==> config.mk <==
export PLATFORM = sky130hd
export DESIGN_NAME = lbd_cmd_fifo
export DESIGN_NICKNAME = d
export VERILOG_FILES = /design/src/rtl/lbd_pkg.sv /design/src/rtl/lbd_cmd_fifo.sv
export SDC_FILE = /design/constraint.sdc
export NUM_CORES = 1
export LEC_CHECK = 0
export ABC_CLOCK_PERIOD_IN_PS = 4700
export BUFFER_PORTS_ARGS = -buffer_cell sky130_fd_sc_hd__clkbuf_2
export CORE_MARGIN = 2
export CORE_UTILIZATION = 55
export DETAILED_ROUTE_END_ITERATION = 8
export PLACE_DENSITY = 0.83
export REMOVE_ABC_BUFFERS = 1
export SLEW_MARGIN = 0
export SYNTH_ARGS = -nofsm -noshare
export SYNTH_HDL_FRONTEND = slang
export SYNTH_SLANG_ARGS = --single-unit
==> constraint.sdc <==
create_clock -name i_clk -period 4.7 [get_ports i_clk]
set_clock_uncertainty 0.1 [all_clocks]
set_input_delay 0.705 -clock i_clk [delete_from_list [all_inputs] [get_ports i_clk]]
set_output_delay 0.705 -clock i_clk [all_outputs]
set_load 0.03 [all_outputs]
==> src/rtl/lbd_pkg.sv <==
package lbd_pkg;

    localparam int WINDOW_DEPTH = 4096;
    localparam int WIN_AW       = $clog2(WINDOW_DEPTH);
    localparam int FILL_W       = WIN_AW + 1;
    localparam int LEN_BIAS     = 2;
    localparam int QUEUE_DEPTH  = 2;
    localparam int QUEUE_AW     = $clog2(QUEUE_DEPTH);

    // token lengths in bits, flag bit included
    localparam logic [4:0] LIT_BITS   = 5'd9;
    localparam logic [4:0] END_BITS   = 5'd13;
    localparam logic [4:0] MATCH_BITS = 5'd17;

    typedef enum logic [1:0] {
        K_NONE    = 2'd0,
        K_LITERAL = 2'd1,
        K_MATCH   = 2'd2,
        K_END     = 2'd3
    } t_kind;

    typedef struct packed {
        logic              begin_flag;
        t_kind             kind;
        logic [7:0]        literal;
        logic [WIN_AW-1:0] pos;
        logic [3:0]        len_code;
    } t_cmd;

    typedef enum logic [1:0] {
        S_IDLE = 2'b01,
        S_COPY = 2'b10
    } t_be_state;

endpackage

==> src/rtl/lbd_cmd_fifo.sv <==
module lbd_cmd_fifo (
    input  logic          i_clk,
    input  logic          i_rst_n,
    input  logic          i_push,
    input  lbd_pkg::t_cmd i_cmd,
    output logic          o_full,
    output logic          o_valid,
    output lbd_pkg::t_cmd o_cmd,
    input  logic          i_pop
);
    import lbd_pkg::*;

    t_cmd                r_slot [QUEUE_DEPTH];
    logic [QUEUE_AW-1:0] r_wr_ptr;
    logic [QUEUE_AW-1:0] r_rd_ptr;
    logic [QUEUE_AW:0]   r_fill;

    assign o_full  = (r_fill == (QUEUE_AW+1)'(QUEUE_DEPTH));
    assign o_valid = (r_fill != '0);
    assign o_cmd   = r_slot[r_rd_ptr];

    always_ff @(posedge i_clk) begin
        if (i_push) begin
            r_slot[r_wr_ptr] <= i_cmd;
        end
    end

    always_ff @(posedge i_clk) begin
        if (!i_rst_n) begin
            r_wr_ptr <= '0;
            r_rd_ptr <= '0;
            r_fill   <= '0;
        end else begin
            if (i_push) begin
                r_wr_ptr <= r_wr_ptr + QUEUE_AW'(1);
            end
            if (i_pop) begin
                r_rd_ptr <= r_rd_ptr + QUEUE_AW'(1);
            end
            if (i_push && !i_pop) begin
                r_fill <= r_fill + (QUEUE_AW+1)'(1);
            end else if (!i_push && i_pop) begin
                r_fill <= r_fill - (QUEUE_AW+1)'(1);
            end
        end
    end

    a_no_overflow: assert property (@(posedge i_clk) disable iff (!i_rst_n)
        !(i_push && o_full && !i_pop))
        else $error("command queue overflow");

    a_no_underflow: assert property (@(posedge i_clk) disable iff (!i_rst_n)
        !(i_pop && !o_valid))
        else $error("command queue underflow");

endmodule

==> flow_summary.html <==
<table>
<tr><th>Metric</th><th>Value</th></tr>
<tr><th colspan="2">Placed design</th></tr>
<tr><td>Pre-CTS setup slack</td><td>roughly 2.2 ns</td></tr>
<tr><td>Placed wire-length estimate</td><td>2.29 mm</td></tr>
<tr><td>Port Buffer Count</td><td>59</td></tr>
<tr><td>Cell area after placement</td><td>between 2000 and 3000 sq um</td></tr>
<tr><td>Routability cong.</td><td>0.623</td></tr>
<tr><th colspan="2">Clocking</th></tr>
<tr><td>Number of post-CTS setup repair buffers</td><td>0</td></tr>
<tr><td>Hold-fix buffer count after cts</td><td>0</td></tr>
<tr><td>Clk sinks</td><td>59</td></tr>
<tr><td>Clock latency of the later-clocked register in the worst-skew pair</td><td>0.32 ns</td></tr>
<tr><td>CTS tree</td><td>built</td></tr>
<tr><td>Cells resized by post-CTS repair</td><td>0</td></tr>
<tr><td>CTS buffer count</td><td>9</td></tr>
<tr><td>CTS Root Buffer Type</td><td>clkbuf_8</td></tr>
<tr><td>Clock transition at the registers of the reported paths</td><td>0.06 ns</td></tr>
<tr><td>H-tree depth</td><td>3</td></tr>
<tr><td>Clock tree buffer depth</td><td>2</td></tr>
<tr><th colspan="2">Drt</th></tr>
<tr><td>Total number of vias</td><td>between 1,000 and 1,500</td></tr>
<tr><td>Post-detailed-route wirelength per cell</td><td>approximately 15 um</td></tr>
<tr><td>Via-to-Cell Ratio</td><td>5.11</td></tr>
<tr><td>DRC violations left</td><td>0</td></tr>
<tr><td>Remaining antenna violation count</td><td>0</td></tr>
<tr><td>TritonRoute pass-1 iters</td><td>4</td></tr>
<tr><td>Drt initial violations</td><td>87</td></tr>
<tr><td>Final Routed Wirelength</td><td>roughly 3.4 mm</td></tr>
<tr><th colspan="2">Global route</th></tr>
<tr><td>Number of antenna violations at the first check in global routing</td><td>0</td></tr>
<tr><td>GR Overflow Total</td><td>0</td></tr>
<tr><td>Combined global-route utilization of all metal layers</td><td>0.174</td></tr>
<tr><td>Vias in the first global route</td><td>1,158</td></tr>
<tr><td>Maximum number of pins on one net before global-route repair</td><td>28</td></tr>
<tr><td>Wire length of the first global-routing pass</td><td>5.24 mm</td></tr>
<tr><th colspan="2">Setup path</th></tr>
<tr><td>Worst reg2reg endpoint</td><td>r_slot[1][14]</td></tr>
<tr><td>Critical path data required time</td><td>3.89 ns</td></tr>
<tr><td>Largest driver fanout on the critical path</td><td>27</td></tr>
<tr><td>Max stage delay cell, worst path</td><td>dfxtp_1</td></tr>
<tr><td>Worst r2r src</td><td>r_wr_ptr</td></tr>
<tr><td>Category of the worst setup path launch point</td><td>flop</td></tr>
<tr><td>Worst stage delay on the critical path</td><td>between 1 and 1.5 ns</td></tr>
<tr><td>Worst endpoint data arrival time</td><td>2.08 ns</td></tr>
<tr><td>Number of cells on the worst reg-to-reg path</td><td>1</td></tr>
<tr><td>Critical path class</td><td>flop to output port</td></tr>
<tr><td>Flop-to-flop setup slack</td><td>2.90 ns</td></tr>
<tr><td>Type of destination of the critical path</td><td>output port</td></tr>
<tr><td>Critical path, cell by cell</td><td>mux2_2, clkbuf_2</td></tr>
<tr><th colspan="2">Die</th></tr>
<tr><td>Total die area</td><td>4470 sq um</td></tr>
<tr><td>Core area</td><td>about 3700 sq um</td></tr>
<tr><td>Die outline width</td><td>66.9 um</td></tr>
<tr><td>Vertical die dimension</td><td>66.9 um</td></tr>
<tr><td>Initial Utilization</td><td>0.581</td></tr>
<tr><td>Total number of placement rows</td><td>22</td></tr>
<tr><td>Number of primary I/O pins</td><td>60</td></tr>
<tr><th colspan="2">Layout</th></tr>
<tr><td>Synth-to-Final Area Change</td><td>22.4%</td></tr>
<tr><td>NumNets Final</td><td>206</td></tr>
<tr><td>Post-Route Utilization</td><td>0.711</td></tr>
<tr><td>Fill cells</td><td>266</td></tr>
<tr><td>Layout cells sized above 1</td><td>0.567</td></tr>
<tr><td>Number of diodes</td><td>0</td></tr>
<tr><td>Layout Cell Area excl Fill</td><td>about 2700 sq um</td></tr>
<tr><th colspan="2">Synthesis</th></tr>
<tr><td>Cell Area, Synth</td><td>between 2000 and 2500 sq um</td></tr>
<tr><td>Async set-or-reset flop fraction in the synthesized netlist</td><td>0</td></tr>
<tr><td>Most instantiated flip-flop cell in the synthesis netlist</td><td>edfxtp_1</td></tr>
<tr><td>Proportion of netlist area held by the largest area contributor</td><td>0.746</td></tr>
<tr><td>Number of warning messages in the yosys log</td><td>0</td></tr>
<tr><td>Synthesized area per cell</td><td>20.5 sq um</td></tr>
<tr><td>Distinct cells, synth</td><td>17</td></tr>
<tr><td>Main area contributors after synthesis</td><td>edfxtp_1 75%, mux2_2 14%, dfxtp_1 4.6%, and2_1 1.2%, buf_6 1.0%</td></tr>
<tr><td>Number of enable-type register cells in the synthesized netlist</td><td>54</td></tr>
<tr><td>Gate count of the mapped netlist</td><td>106</td></tr>
<tr><td>Register bit total from synthesis</td><td>59</td></tr>
<tr><td>Most numerous cell in the Yosys netlist</td><td>edfxtp_1</td></tr>
<tr><td>Sequential area share after synthesis</td><td>0.792</td></tr>
<tr><td>Most used standard cells in the synthesized netlist</td><td>54 x edfxtp_1, 27 x mux2_2, 5 x dfxtp_1, 4 x and2_1</td></tr>
<tr><td>Top cell type by total area after synthesis</td><td>edfxtp_1</td></tr>
<tr><th colspan="2">STA</th></tr>
<tr><td>Post-route setup TNS</td><td>0 ns</td></tr>
<tr><td>Count of pins over their slew limit</td><td>0</td></tr>
<tr><td>Slew of the pin with the lowest slew margin</td><td>about 1.2 ns</td></tr>
<tr><td>WHS</td><td>0.415 ns</td></tr>
<tr><td>Final number of hold-violating endpoints</td><td>0</td></tr>
<tr><td>FMAX</td><td>between 300 and 400 MHz</td></tr>
<tr><td>Final setup margin</td><td>1.82 ns</td></tr>
<tr><td>Fraction of the cycle the final worst path needs</td><td>0.613</td></tr>
<tr><td>Count of final setup violators</td><td>0</td></tr>
<tr><td>Worst relative slew slack</td><td>0.187</td></tr>
<tr><td>Post-layout min period</td><td>2.88 ns</td></tr>
<tr><td>RSZ-0062 raised after global routing</td><td>no</td></tr>
<tr><th colspan="2">Job</th></tr>
<tr><td>Maximum capacitance violations</td><td>0</td></tr>
<tr><th colspan="2">Power</th></tr>
<tr><td>Power per standard cell area</td><td>around 420 nW/um^2</td></tr>
<tr><td>Largest vdd supply drop</td><td>0.000299 V</td></tr>
<tr><td>Leakage power total</td><td>1.04 nW</td></tr>
<tr><th colspan="2">Min path</th></tr>
<tr><td>Path category of the worst min-delay check</td><td>flop to flop</td></tr>
<tr><td>Startpoint of the tightest hold check path</td><td>r_fill[1]</td></tr>
<tr><td>Hold-critical path endpoint</td><td>r_fill[1]</td></tr>
<tr><td>Worst hold stages</td><td>2</td></tr>
<tr><th colspan="2">Status</th></tr>
<tr><td>Result of the run</td><td>complete, no violations</td></tr>
</table>
-- where the power goes --
group | switching [W] | leakage, nW | total, W | internal (W)
sequential | 0.0000175 | 0.548 | 0.000623 | 0.000606
combinational | 0.0000942 | 0.412 | 0.000155 | 0.0000606
clock | 0.000172 | 0.0784 | 0.000352 | 0.000180
total | 0.000283 | 1.04 | 0.00113 | 0.000847
-- layer usage --
layer	wire (um)	track usage	up-vias
met5	0	0	-
met4	81	0.117	0
met3	218	0.0490	9
met2	1760	0.286	46
met1	1360	0.196	553
li1	-	-	546
-- critical path, delay by kind of cell (launching register included) --
family | cells | cell delay [ns]
buf+inv | 1 | 0.19
flops | 1 | 1.12
mux | 1 | 0.44
-- worst max path at each step --
stage / slack, ns / endpoint / cells after the start
floorplan: 2.21 / r_slot[0][0] / 1
global placement: 2.19 / o_cmd[24] / 2
detailed placement: 2.15 / o_cmd[24] / 2
CTS: 1.78 / o_cmd[24] / 2
global route: 1.70 / o_cmd[24] / 2
finish: 1.82 / o_cmd[24] / 2
-- placed cells by master, fill, tap and decap left out, types with 2 or more instances in the layout --
cell type | netlist | layout
and2_1 | 4 | 4
clkbuf_2 | 0 | 59
clkbuf_8 | 0 | 9
clkinv_1 | 0 | 3
clkinv_2 | 0 | 2
dfxtp_1 | 5 | 5
edfxtp_1 | 54 | 54
mux2_2 | 27 | 27
xor2_1 | 2 | 2
-- cell type report --
class	instances	area (sq um)	area share
Multi-Input combinational cell	43	424	0.159
Inverter	1	3.75	0.00141
Sequential cell	59	1720	0.647
Timing Repair Buffer	60	303	0.114
Clock buffer	10	128	0.0480
Clock inverter	5	21.3	0.00799
Tap cell	48	60.1	0.0226
-- sequential cells by signal, summed over array words and instances (netlist names), named ones only --
| name | cells |
|---|---|
| r_fill | 2 |
| r_slot | 54 |
| r_rd_ptr | 1 |
| r_wr_ptr | 1 |
-- through the flow --
stage | cells | power, W
5_1_grt | 226 | 0.00118
2_1_floorplan | 103 | 0.000737
6_report | 226 | 0.00113
3_3_place_gp | 211 | 0.000784
3_5_place_dp | 211 | 0.000790
4_1_cts | 226 | 0.00114
-- cells by family (layout without fill, tap and decap cells) --
| logic type | Yosys count | after routing | synth area share |
|---|---|---|---|
| buffers and inverters | 4 | 76 | 0.0144 |
| XOR/XNOR | 3 | 3 | 0.0121 |
| AND/OR/NAND/NOR | 9 | 9 | 0.0270 |
| flip-flops | 59 | 59 | 0.792 |
| adder cells (fa/ha/maj) | 1 | 1 | 0.00575 |
| multiplexers | 27 | 27 | 0.140 |
| AO/OA/AOI/OAI | 3 | 3 | 0.00921 |
Note: power is estimated with default switching activity, not from simulation.
