===== src/rtl/lbd_pkg.sv =====
package lbd_pkg;

    localparam int WINDOW_DEPTH = 4096;
    localparam int WIN_AW       = $clog2(WINDOW_DEPTH);
    localparam int FILL_W       = WIN_AW + 1;
    localparam int LEN_BIAS     = 2;
    localparam int QUEUE_DEPTH  = 2;
    localparam int QUEUE_AW     = $clog2(QUEUE_DEPTH);

    // token lengths in bits, flag bit included
    localparam logic [4:0] LIT_BITS   = 5'd9;
    localparam logic [4:0] END_BITS   = 5'd13;
    localparam logic [4:0] MATCH_BITS = 5'd17;

    typedef enum logic [1:0] {
        K_NONE    = 2'd0,
        K_LITERAL = 2'd1,
        K_MATCH   = 2'd2,
        K_END     = 2'd3
    } t_kind;

    typedef struct packed {
        logic              begin_flag;
        t_kind             kind;
        logic [7:0]        literal;
        logic [WIN_AW-1:0] pos;
        logic [3:0]        len_code;
    } t_cmd;

    typedef enum logic [1:0] {
        S_IDLE = 2'b01,
        S_COPY = 2'b10
    } t_be_state;

endpackage


===== src/rtl/lbd_in_if.sv =====
interface lbd_in_if;
    logic       valid;
    logic       ready;
    logic [7:0] in_byte;
    logic       begin_req;

    modport source (output valid, output in_byte, output begin_req, input ready);
    modport sink   (input valid, input in_byte, input begin_req, output ready);
endinterface


===== src/rtl/lbd_front.sv =====
module lbd_front (
    input  logic         i_clk,
    input  logic         i_rst_n,
    lbd_in_if.sink       i_in,
    input  logic         i_full,
    output logic         o_push,
    output lbd_pkg::t_cmd o_cmd
);
    import lbd_pkg::*;

    logic [16:0] r_bits, n_bits;
    logic [4:0]  r_cnt, n_cnt;
    logic        r_flag, n_flag;
    logic        r_done, n_done;
    t_cmd        n_cmd;
    logic        w_accept;

    // walk the eight bits of the word, MSB first; at most one token completes
    always_comb begin
        logic stop;
        n_bits = r_bits;
        n_cnt  = r_cnt;
        n_flag = r_flag;
        n_done = r_done;
        n_cmd  = '0;
        n_cmd.kind = K_NONE;
        if (i_in.begin_req) begin
            n_bits = '0;
            n_cnt  = '0;
            n_flag = 1'b0;
            n_done = 1'b0;
        end
        n_cmd.begin_flag = i_in.begin_req;
        stop = n_done;
        for (int b = 7; b >= 0; b--) begin
            if (!stop) begin
                if (n_cnt == 5'd0) begin
                    n_flag = i_in.in_byte[b];
                end
                n_bits = {n_bits[15:0], i_in.in_byte[b]};
                n_cnt  = n_cnt + 5'd1;
                if (n_flag) begin
                    if (n_cnt >= LIT_BITS) begin
                        n_cmd.kind    = K_LITERAL;
                        n_cmd.literal = n_bits[7:0];
                        n_bits = '0;
                        n_cnt  = '0;
                    end
                end else if (n_cnt == END_BITS) begin
                    if (n_bits[WIN_AW-1:0] == '0) begin
                        n_cmd.kind = K_END;
                        n_done = 1'b1;
                        stop   = 1'b1;
                        n_bits = '0;
                        n_cnt  = '0;
                    end
                end else if (n_cnt >= MATCH_BITS) begin
                    n_cmd.kind     = K_MATCH;
                    n_cmd.pos      = n_bits[WIN_AW+3:4];
                    n_cmd.len_code = n_bits[3:0];
                    n_bits = '0;
                    n_cnt  = '0;
                end
            end
        end
    end

    assign i_in.ready = !i_full;
    assign w_accept   = i_in.valid && !i_full;
    assign o_push     = w_accept && (n_cmd.begin_flag || (n_cmd.kind != K_NONE));
    assign o_cmd      = n_cmd;

    always_ff @(posedge i_clk) begin
        if (!i_rst_n) begin
            r_bits <= '0;
            r_cnt  <= '0;
            r_flag <= 1'b0;
            r_done <= 1'b0;
        end else if (w_accept) begin
            r_bits <= n_bits;
            r_cnt  <= n_cnt;
            r_flag <= n_flag;
            r_done <= n_done;
        end
    end

endmodule


===== src/flat_wrapper.sv =====
// flat-port wrapper written by rule: the top's interface ports become plain ports
module lbd_front_flat import lbd_pkg::*;
  (i_clk, i_rst_n, i_full, o_push, o_cmd, i_in_valid, i_in_in_byte, i_in_begin_req, i_in_ready);
  lbd_in_if i_in_i ();
  input  logic i_clk;
  input  logic i_rst_n;
  input  logic i_full;
  output logic o_push;
  output lbd_pkg::t_cmd o_cmd;
  input wire logic [$bits(i_in_i.valid)-1:0] i_in_valid;
  input wire logic [$bits(i_in_i.in_byte)-1:0] i_in_in_byte;
  input wire logic [$bits(i_in_i.begin_req)-1:0] i_in_begin_req;
  output wire logic [$bits(i_in_i.ready)-1:0] i_in_ready;
  assign i_in_i.valid = i_in_valid;
  assign i_in_i.in_byte = i_in_in_byte;
  assign i_in_i.begin_req = i_in_begin_req;
  assign i_in_ready = i_in_i.ready;
  lbd_front u_core (.i_clk(i_clk), .i_rst_n(i_rst_n), .i_in(i_in_i), .i_full(i_full), .o_push(o_push), .o_cmd(o_cmd));
endmodule

===== config.mk =====
export PLATFORM = sky130hd
export DESIGN_NAME = lbd_front_flat
export DESIGN_NICKNAME = d
export VERILOG_FILES = /design/src/rtl/lbd_pkg.sv /design/src/rtl/lbd_in_if.sv /design/src/rtl/lbd_front.sv /design/src/flat_wrapper.sv
export SDC_FILE = /design/constraint.sdc
export NUM_CORES = 1
export LEC_CHECK = 0
export BUFFER_PORTS_ARGS = -buffer_cell sky130_fd_sc_hd__buf_2
export CAP_MARGIN = 20
export CELL_PAD_IN_SITES_DETAIL_PLACEMENT = 1
export CELL_PAD_IN_SITES_GLOBAL_PLACEMENT = 1
export CORE_ASPECT_RATIO = 1.5
export CORE_UTILIZATION = 46
export DETAILED_ROUTE_END_ITERATION = 8
export PLACE_DENSITY = 0.83
export SETUP_SLACK_MARGIN = 0.3
export SLEW_MARGIN = 20
export SYNTH_ARGS = -nofsm -noshare
export SYNTH_HDL_FRONTEND = slang
export SYNTH_SLANG_ARGS = --single-unit

===== constraint.sdc =====
create_clock -name i_clk -period 21.2 [get_ports i_clk]
set_input_delay 2.12 -clock i_clk [delete_from_list [all_inputs] [get_ports i_clk]]
set_output_delay 2.12 -clock i_clk [all_outputs]
set_load 0.05 [all_outputs]

==> results of run 1 <==
[final cells by class]
class,instances,share of cell area (%)
Timing Repair Buffer,76,5.73
Antenna cell,1,0.0298
Clock inverter,1,0.358
Sequential cell,22,5.25
Inverter,43,1.92
Clock buffer,3,0.895
Tap cell,206,3.07
Multi-Input combinational cell,1086,82.7
[state kept, by name (all words and copies together) (netlist names)]
register	flops
u_core.r_bits	15
u_core.r_cnt	5
u_core.r_flag	1
u_core.r_done	1
[routing by layer]
layer | GRT usage, % | up-vias
met1 | 46.7 | 5093
met4 | 31.9 | 0
met5 | 0 | -
met3 | 5.45 | 228
li1 | - | 4693
met2 | 72.4 | 621
[critical path, delay by kind of cell]
kind                     cells  cell delay, ps
buffers and inverters       16            2320
AND/OR/NAND/NOR             19            4410
adder cells (fa/ha/maj)      8            1920
XOR/XNOR                     1             210
AO/OA/AOI/OAI               29            6430
multiplexers                 1             490
[stage by stage]
step	cell area (um^2)	hold WS (ps)	worst slack (ps)
after global routing	8380	568	273
final	8390	556	1200
after CTS	8210	546	374
after detailed placement	8100	532	197
after floorplan	7780	464	2520
after global placement	8100	519	1150
[repair_timing]
item,in CTS,in global routing
pin swaps,0,4
gates resized for setup,1,20
setup endpoints to repair,12,27
buffers inserted,0,6
[cell families (layout without fill, tap and decap cells)]
logic type / count (synthesis) / in the layout / share of synthesized area [%]
and+or+nand+nor: 531 / 531 / 33.4
DFF: 22 / 22 / 5.66
buffers and inverters: 121 / 123 / 6.74
xor gates and xnor gates: 28 / 28 / 3.25
muxes: 33 / 33 / 4.60
adders and majority gates: 16 / 16 / 2.57
AOI/OAI and AO/OA: 478 / 478 / 43.8
other: 0 / 1 / 0
[final timing paths]
kind,end,slack (ps),cells after the start
setup / recovery,o_cmd[11],1200,74
hold / removal,u_core.r_bits[14]$_SDFFE_PN0P_,560,1
setup reg to reg,u_core.r_cnt[3]$_SDFFE_PN0P_,5060,70
hold reg to reg,u_core.r_bits[14]$_SDFFE_PN0P_,560,1
[synth_stat cells, types with 22 or more instances]
cell and number:
sky130_fd_sc_hd__a21oi_1 90, sky130_fd_sc_hd__nand3_1 40, sky130_fd_sc_hd__o22ai_1 23, sky130_fd_sc_hd__nand2_1 191, sky130_fd_sc_hd__nor2_1 117, sky130_fd_sc_hd__xnor2_1 22, sky130_fd_sc_hd__a211oi_1 30, sky130_fd_sc_hd__o211ai_1 28
sky130_fd_sc_hd__o21ai_0 85, sky130_fd_sc_hd__nor3_1 39, sky130_fd_sc_hd__and3_1 25, sky130_fd_sc_hd__dfxtp_1 22, sky130_fd_sc_hd__clkbuf_1 54, sky130_fd_sc_hd__inv_1 38
==> summary.md, run 1 <==
| Metric | Value |
|---|---|
| Status | finished, final reports clean |
| Area share of the leading cell type in the synthesized netlist | under 10% |
| Die extent in y | ~160 um |
| Min cycle time layout | between 20000 and 25000 ps |
| Syn Std Cell Area | 0.00778 mm^2 |
| Number of nets with antenna violations after detailed routing | 0 |
| Effective utilization at floorplan | a little under half |
| Critical Path Source | i_in_begin_req |
| Setup TNS | 0 ps |
| Layout filler cell count | ~2300 |
| Metal2 WL | 17900 um |
| Number of nets produced by synthesis | ~1300 |
| H-tree depth | 1 |
| Data required, critical path | 19080 ps |
| Source-to-sink clock delay at the later pin of the worst-skew pair | 260 ps |
| Sequential cell area | around 440 um^2 |
| Wire length after detailed routing | 38000 um |
| DR vias | about 11000 |
| Drt drc | 0 |
| CTS Buffer Depth | 2 |
| Site Rows | 57 |
| Instance count after placement with tap cells included | approximately 1400 |
| Initial DRC Count | about 960 |
| Worst-margin pin slew | approximately 1200 ps |
| Area growth, synth to finish | 7.84% |
| Count of input and output buffers | 41 |
| Horizontal die dimension | about 110 um |
| Maximum Capacitance Violations | 0 |
| CTS hold repair buffers | 0 |
| Critical Path AT | 17880 ps |
| Launch point of the worst hold path | u_core.r_bits[14]$_SDFFE_PN0P_ |
| Top area cells in the synthesized netlist | sky130_fd_sc_hd__nand2_1 9.2%, sky130_fd_sc_hd__a21oi_1 5.8%, sky130_fd_sc_hd__dfxtp_1 5.7% |
| Length of the first detailed-routing pass in iterations | 5 |
| Average size of a mapped cell | around 6.3 um^2 |
| Peak clock frequency supported by timing | about 50 MHz |
| Detailed-route vias per instance | between 7 and 8 |
| Number of nets in the layout | around 1300 |
| Global-route wire length before repair | ~58000 um |
| Count of non-filler cells in the finished layout | around 1400 |
| Share of final-layout standard cells stronger than drive strength 1 | between 10% and 20% |
| Multi-input gate area in the final layout | approximately 0.0069 mm^2 |
| Clock input transition at the sequential cells of the worst setup and hold paths | roughly 60 ps |
| Yosys cell types | approximately 110 |
| Max-Slew Margin vs Limit | a little over a fifth |
| Min-Delay Path Class | reg2reg |
| Number of warnings reported in the yosys synthesis log | 0 |
| Full die area | 0.0174 mm^2 |
| CP max stage cell | sky130_fd_sc_hd__mux2_2 |
| Sequential cell area fraction in the yosys report | under 10% |
| Root Buffer | sky130_fd_sc_hd__clkbuf_16 |
| Vias in the first global route | between 10000 and 15000 |
| Crit start category | primary input |
| Crit. End Element | primary output |
| Startpoint-to-endpoint class of the critical path | in2out |
| Uppermost routed layer | met4 |
| Met3 wire len | 2740 um |
| Post-synthesis async set-or-reset flop share | 0% |
| Average wire per cell in the routed design | ~26 um |
| Clock tree from TritonCTS | built |
| Final HPWL from detailed placement | 29500 um |
| Source of the worst register-to-register timing path | u_core.r_cnt[1]$_SDFFE_PN0P_ |
| Library cell appearing most often on the critical path | sky130_fd_sc_hd__inv_1 |
| Count of mapped cells out of synthesis | roughly 1200 |
| # IOs | 42 |
| Slowest cell delay on critical path | 490 ps |
| Pin count of the biggest net entering global routing | 32 |
| Crit Path Max Fanout | 17 |
| Leading cell types in the layout, fill and taps excluded | 191 x sky130_fd_sc_hd__nand2_1, 115 x sky130_fd_sc_hd__nor2_1, 90 x sky130_fd_sc_hd__a21oi_1 |
| Period utilisation layout | ~94% |
| Met1 layer wirelength in the final routing | 13800 um |
| Number of register bits inferred by synthesis | 22 |
| Clk sink count | 22 |
| Number of synthesized flops with an enable pin | 0 |
| Number of setup violations in the final report | 0 |
| Number of antenna violations at the first check in global routing | 1 |
| Core footprint | between 0.015 and 0.02 mm^2 |
| Max-slew violation count | 0 |
| GRT Total Usage | between 40% and 50% |
| Core Util, Final | about half |
| Most used flip-flop cell after synthesis | sky130_fd_sc_hd__dfxtp_1 |
| Worst clock skew | about 4.7 ps |
| Gpl congestion | 1.01 |
| Number of buffers created by CTS | 3 |
| RSZ-0062 raised after global routing | false |
| Endpoints failing hold | 0 |
| Leading cell type in the layout, fill and taps excluded | sky130_fd_sc_hd__nand2_1 |
| Sum of overflow across all layers after global routing | 0 |
| Cell accounting for the most synthesized area | sky130_fd_sc_hd__nand2_1 |
Power of run 1 is not shown: default switching activity piles up to over one toggle a cycle in this logic, so the estimate is an artifact.
==> run 2, diff against run 1 <==
==> constraint.sdc (replaced) <==
create_clock -name i_clk -period 22.1 [get_ports i_clk]
set_input_delay 2.21 -clock i_clk [delete_from_list [all_inputs] [get_ports i_clk]]
set_output_delay 2.21 -clock i_clk [all_outputs]
set_load 0.05 [all_outputs]
==> run 2 against run 1 <==
Compared with the run above:
- cell area down 1.3%
- first-iteration DRC count up 5.0%
- largest cell class unchanged
- highest routed layer unchanged
- register-to-register slack improved by 620 ps
- critical path depth shrank 4
- count of clock-buffer cells in the layout is the same
- clock skew decreased by 3.0 ps
- hold slack gained 3.1 ps
==> summary.md, run 2 (synthesis gave the netlist of run 1 again) <==
| Metric | Value |
|---|---|
| Period utilisation layout | between 90 and 100% |
| Number of setup violations in the final report | 0 (unchanged) |
| Largest regs | u_core.r_bits x15, u_core.r_cnt x5 (unchanged) |
| Number of buffers created by CTS | 3 (unchanged) |
| H-tree depth | 1 (unchanged) |
| Critical Path AT | 18660 ps (was 17880 ps) |
| Gpl congestion | 1.04 (was 1.01) |
| Max-Slew Margin vs Limit | 31.8% (was 20.9%) |
| Critical path buffers and inverters | 13 (was 16) |
| Crit. End Element | primary output (unchanged) |
| Launch point of the worst hold path | u_core.r_bits[14]$_SDFFE_PN0P_ (unchanged) |
| Peak clock frequency supported by timing | between 40 and 50 MHz |
| Number of antenna violations at the first check in global routing | 1 (unchanged) |
| Crit Path Max Fanout | 17 (unchanged) |
| Horizontal die dimension | 108 um (unchanged) |
| Final HPWL from detailed placement | 29300 um (was 29500 um) |
| Min-Delay Path Class | reg2reg (unchanged) |
| Min cycle time layout | 20870 ps |
| Area growth, synth to finish | 6.42% (was 7.84%) |
| Pre-CTS WS | 23.0 ps (was 197 ps) |
| Share of final-layout standard cells stronger than drive strength 1 | 13.9% (was 14.5%) |
| Detailed-route vias per instance | 7.42 (was 7.40) |
| Leading cell type in the layout, fill and taps excluded | sky130_fd_sc_hd__nand2_1 (unchanged) |
| CP max stage cell | sky130_fd_sc_hd__a2111oi_2 (was sky130_fd_sc_hd__mux2_2) |
| Clock tree from TritonCTS | built (unchanged) |
| Clock input transition at the sequential cells of the worst setup and hold paths | 60 ps (about the same) |
| Core footprint | 0.0163 mm^2 (unchanged) |
| Leading cell types in the layout, fill and taps excluded | 190 x sky130_fd_sc_hd__nand2_1, 115 x sky130_fd_sc_hd__nor2_1, 89 x sky130_fd_sc_hd__a21oi_1 (was 191 x sky130_fd_sc_hd__nand2_1, 115 x sky130_fd_sc_hd__nor2_1, 90 x sky130_fd_sc_hd__a21oi_1) |
| Pin count of the biggest net entering global routing | 35 (was 32) |
| Worst-margin pin slew | 1020 ps (was 1180 ps) |
| Slowest cell delay on critical path | 560 ps (was 490 ps) |
| Max FFs per register | 15 (unchanged) |
| Effective utilization at floorplan | 47.6% (unchanged) |
| Crit start category | primary input (unchanged) |
| Source of the worst register-to-register timing path | u_core.r_cnt[1]$_SDFFE_PN0P_ (unchanged) |
| Vias in the first global route | 10600 (was 10500) |
| Endpoints failing hold | 0 (unchanged) |
| Largest register by flop count | u_core.r_bits (unchanged) |
| Max-slew violation count | 0 (unchanged) |
| Ant diodes | 0 (was 1) |
| Endpoint with the worst hold slack | u_core.r_bits[14]$_SDFFE_PN0P_ (unchanged) |
| Clk sink count | 22 (unchanged) |
| Wire length after detailed routing | 37200 um (was 38000 um) |
| Status | finished, final reports clean (unchanged) |
| Setup TNS | 0 ps (unchanged) |
| Root Buffer | sky130_fd_sc_hd__clkbuf_16 (unchanged) |
| Number of cells on the worst hold path | 1 (unchanged) |
| Data required, critical path | 19890 ps (was 19080 ps) |
| Sum of overflow across all layers after global routing | 0 (unchanged) |
| Number of nets with antenna violations after detailed routing | 0 (unchanged) |
| Site Rows | 57 (unchanged) |
| Count of non-filler cells in the finished layout | 1425 (was 1438) |
| GRT Total Usage | 42.5% (was 42.2%) |
| DR vias | 10600 (about the same) |
| Maximum Capacitance Violations | 0 (unchanged) |
| Global-route wire length before repair | 58000 um (was 57600 um) |
| Final worst-path setup slack | 1230 ps (was 1200 ps) |
| Die extent in y | 161 um (unchanged) |
| Count of input and output buffers | 41 (unchanged) |
| Number of nets in the layout | 1249 (was 1261) |
| Startpoint-to-endpoint class of the critical path | in2out (unchanged) |
| Setup slack, reg-to-reg | 5680 ps (was 5060 ps) |
| Worst clock skew | 1.67 ps (was 4.70 ps) |
| Source-to-sink clock delay at the later pin of the worst-skew pair | 260 ps (about the same) |
| Reg-to-reg endpoint | u_core.r_cnt[3]$_SDFFE_PN0P_ (unchanged) |
| Drt drc | 0 (unchanged) |
| Full die area | 0.0174 mm^2 (unchanged) |
| CTS hold repair buffers | 0 (unchanged) |
| # IOs | 42 (unchanged) |
| Cell count of the worst reg-to-reg path | 66 (was 70) |
| Length of the first detailed-routing pass in iterations | 6 (was 5) |
| Average wire per cell in the routed design | 26.1 um (was 26.4 um) |
| Gate family responsible for the most delay along the worst path | compound AO/OA/AOI/OAI gates (unchanged) |
| Initial DRC Count | 1004 (was 956) |
| CTS Buffer Depth | 2 (unchanged) |
| Instance count after placement with tap cells included | 1417 (was 1427) |
| RSZ-0062 raised after global routing | false (unchanged) |
[run 2: worst reg2reg max path: cells and delay by family, from the launching register on]
kind / cells / cell delay [ps]
xor+xnor: 1 / 210
flops: 1 / 540
fa+ha+maj: 8 / 2090
simple gates: 18 / 4250
compound gates: 28 / 7310
buf+inv: 9 / 1100
mux: 2 / 840
[run 2: timing repair]
| action | CTS | global route |
|---|---|---|
| pin swaps | 0 | 3 |
| resized for setup | 2 | 19 |
| cloned | 0 | 0 |
| buffers inserted | 0 | 4 |
| setup endpoints to repair | 17 | 27 |
[run 2: worst max-delay path by stage]
stage	start	end	slack [ps]	depth (start not counted)
after floorplan	i_in_begin_req	o_cmd[11]	3240	71
after global placement	i_in_begin_req	o_cmd[13]	850	72
after detailed placement	i_in_begin_req	o_cmd[13]	20	71
after CTS	i_in_begin_req	o_cmd[13]	330	70
after global routing	i_in_begin_req	o_push	300	74
final	i_in_begin_req	o_push	1230	70
[run 2: through the flow]
stage,utilization [%],hold WS [ps],area [um^2]
global route,50.7,572,8280
CTS,49.8,549,8140
global placement,49.1,517,8020
floorplan,-,464,7780
detailed placement,49.1,539,8020
finish,50.7,559,8280
[run 2: area by class of cell]
cell class / count / area, um^2
Clock buffer: 3 / 75.1
Multi-Input combinational cell: 1086 / 6920
Timing Repair Buffer: 64 / 390
Tap cell: 206 / 258
Inverter: 43 / 161
Fill cell: 2259 / 8060
Clock inverter: 1 / 30.0
Sequential cell: 22 / 440
[run 2: layer usage]
layer  part of all wire [%]  global-route usage, %  wire (um)
met1                     37                   46.3      13700
met2                     47                   70.9      17400
met3                    7.0                   6.54       2610
met4                    9.4                   36.4       3490
met5                      0                      0          0
Power of run 2 is left out for the same reason.
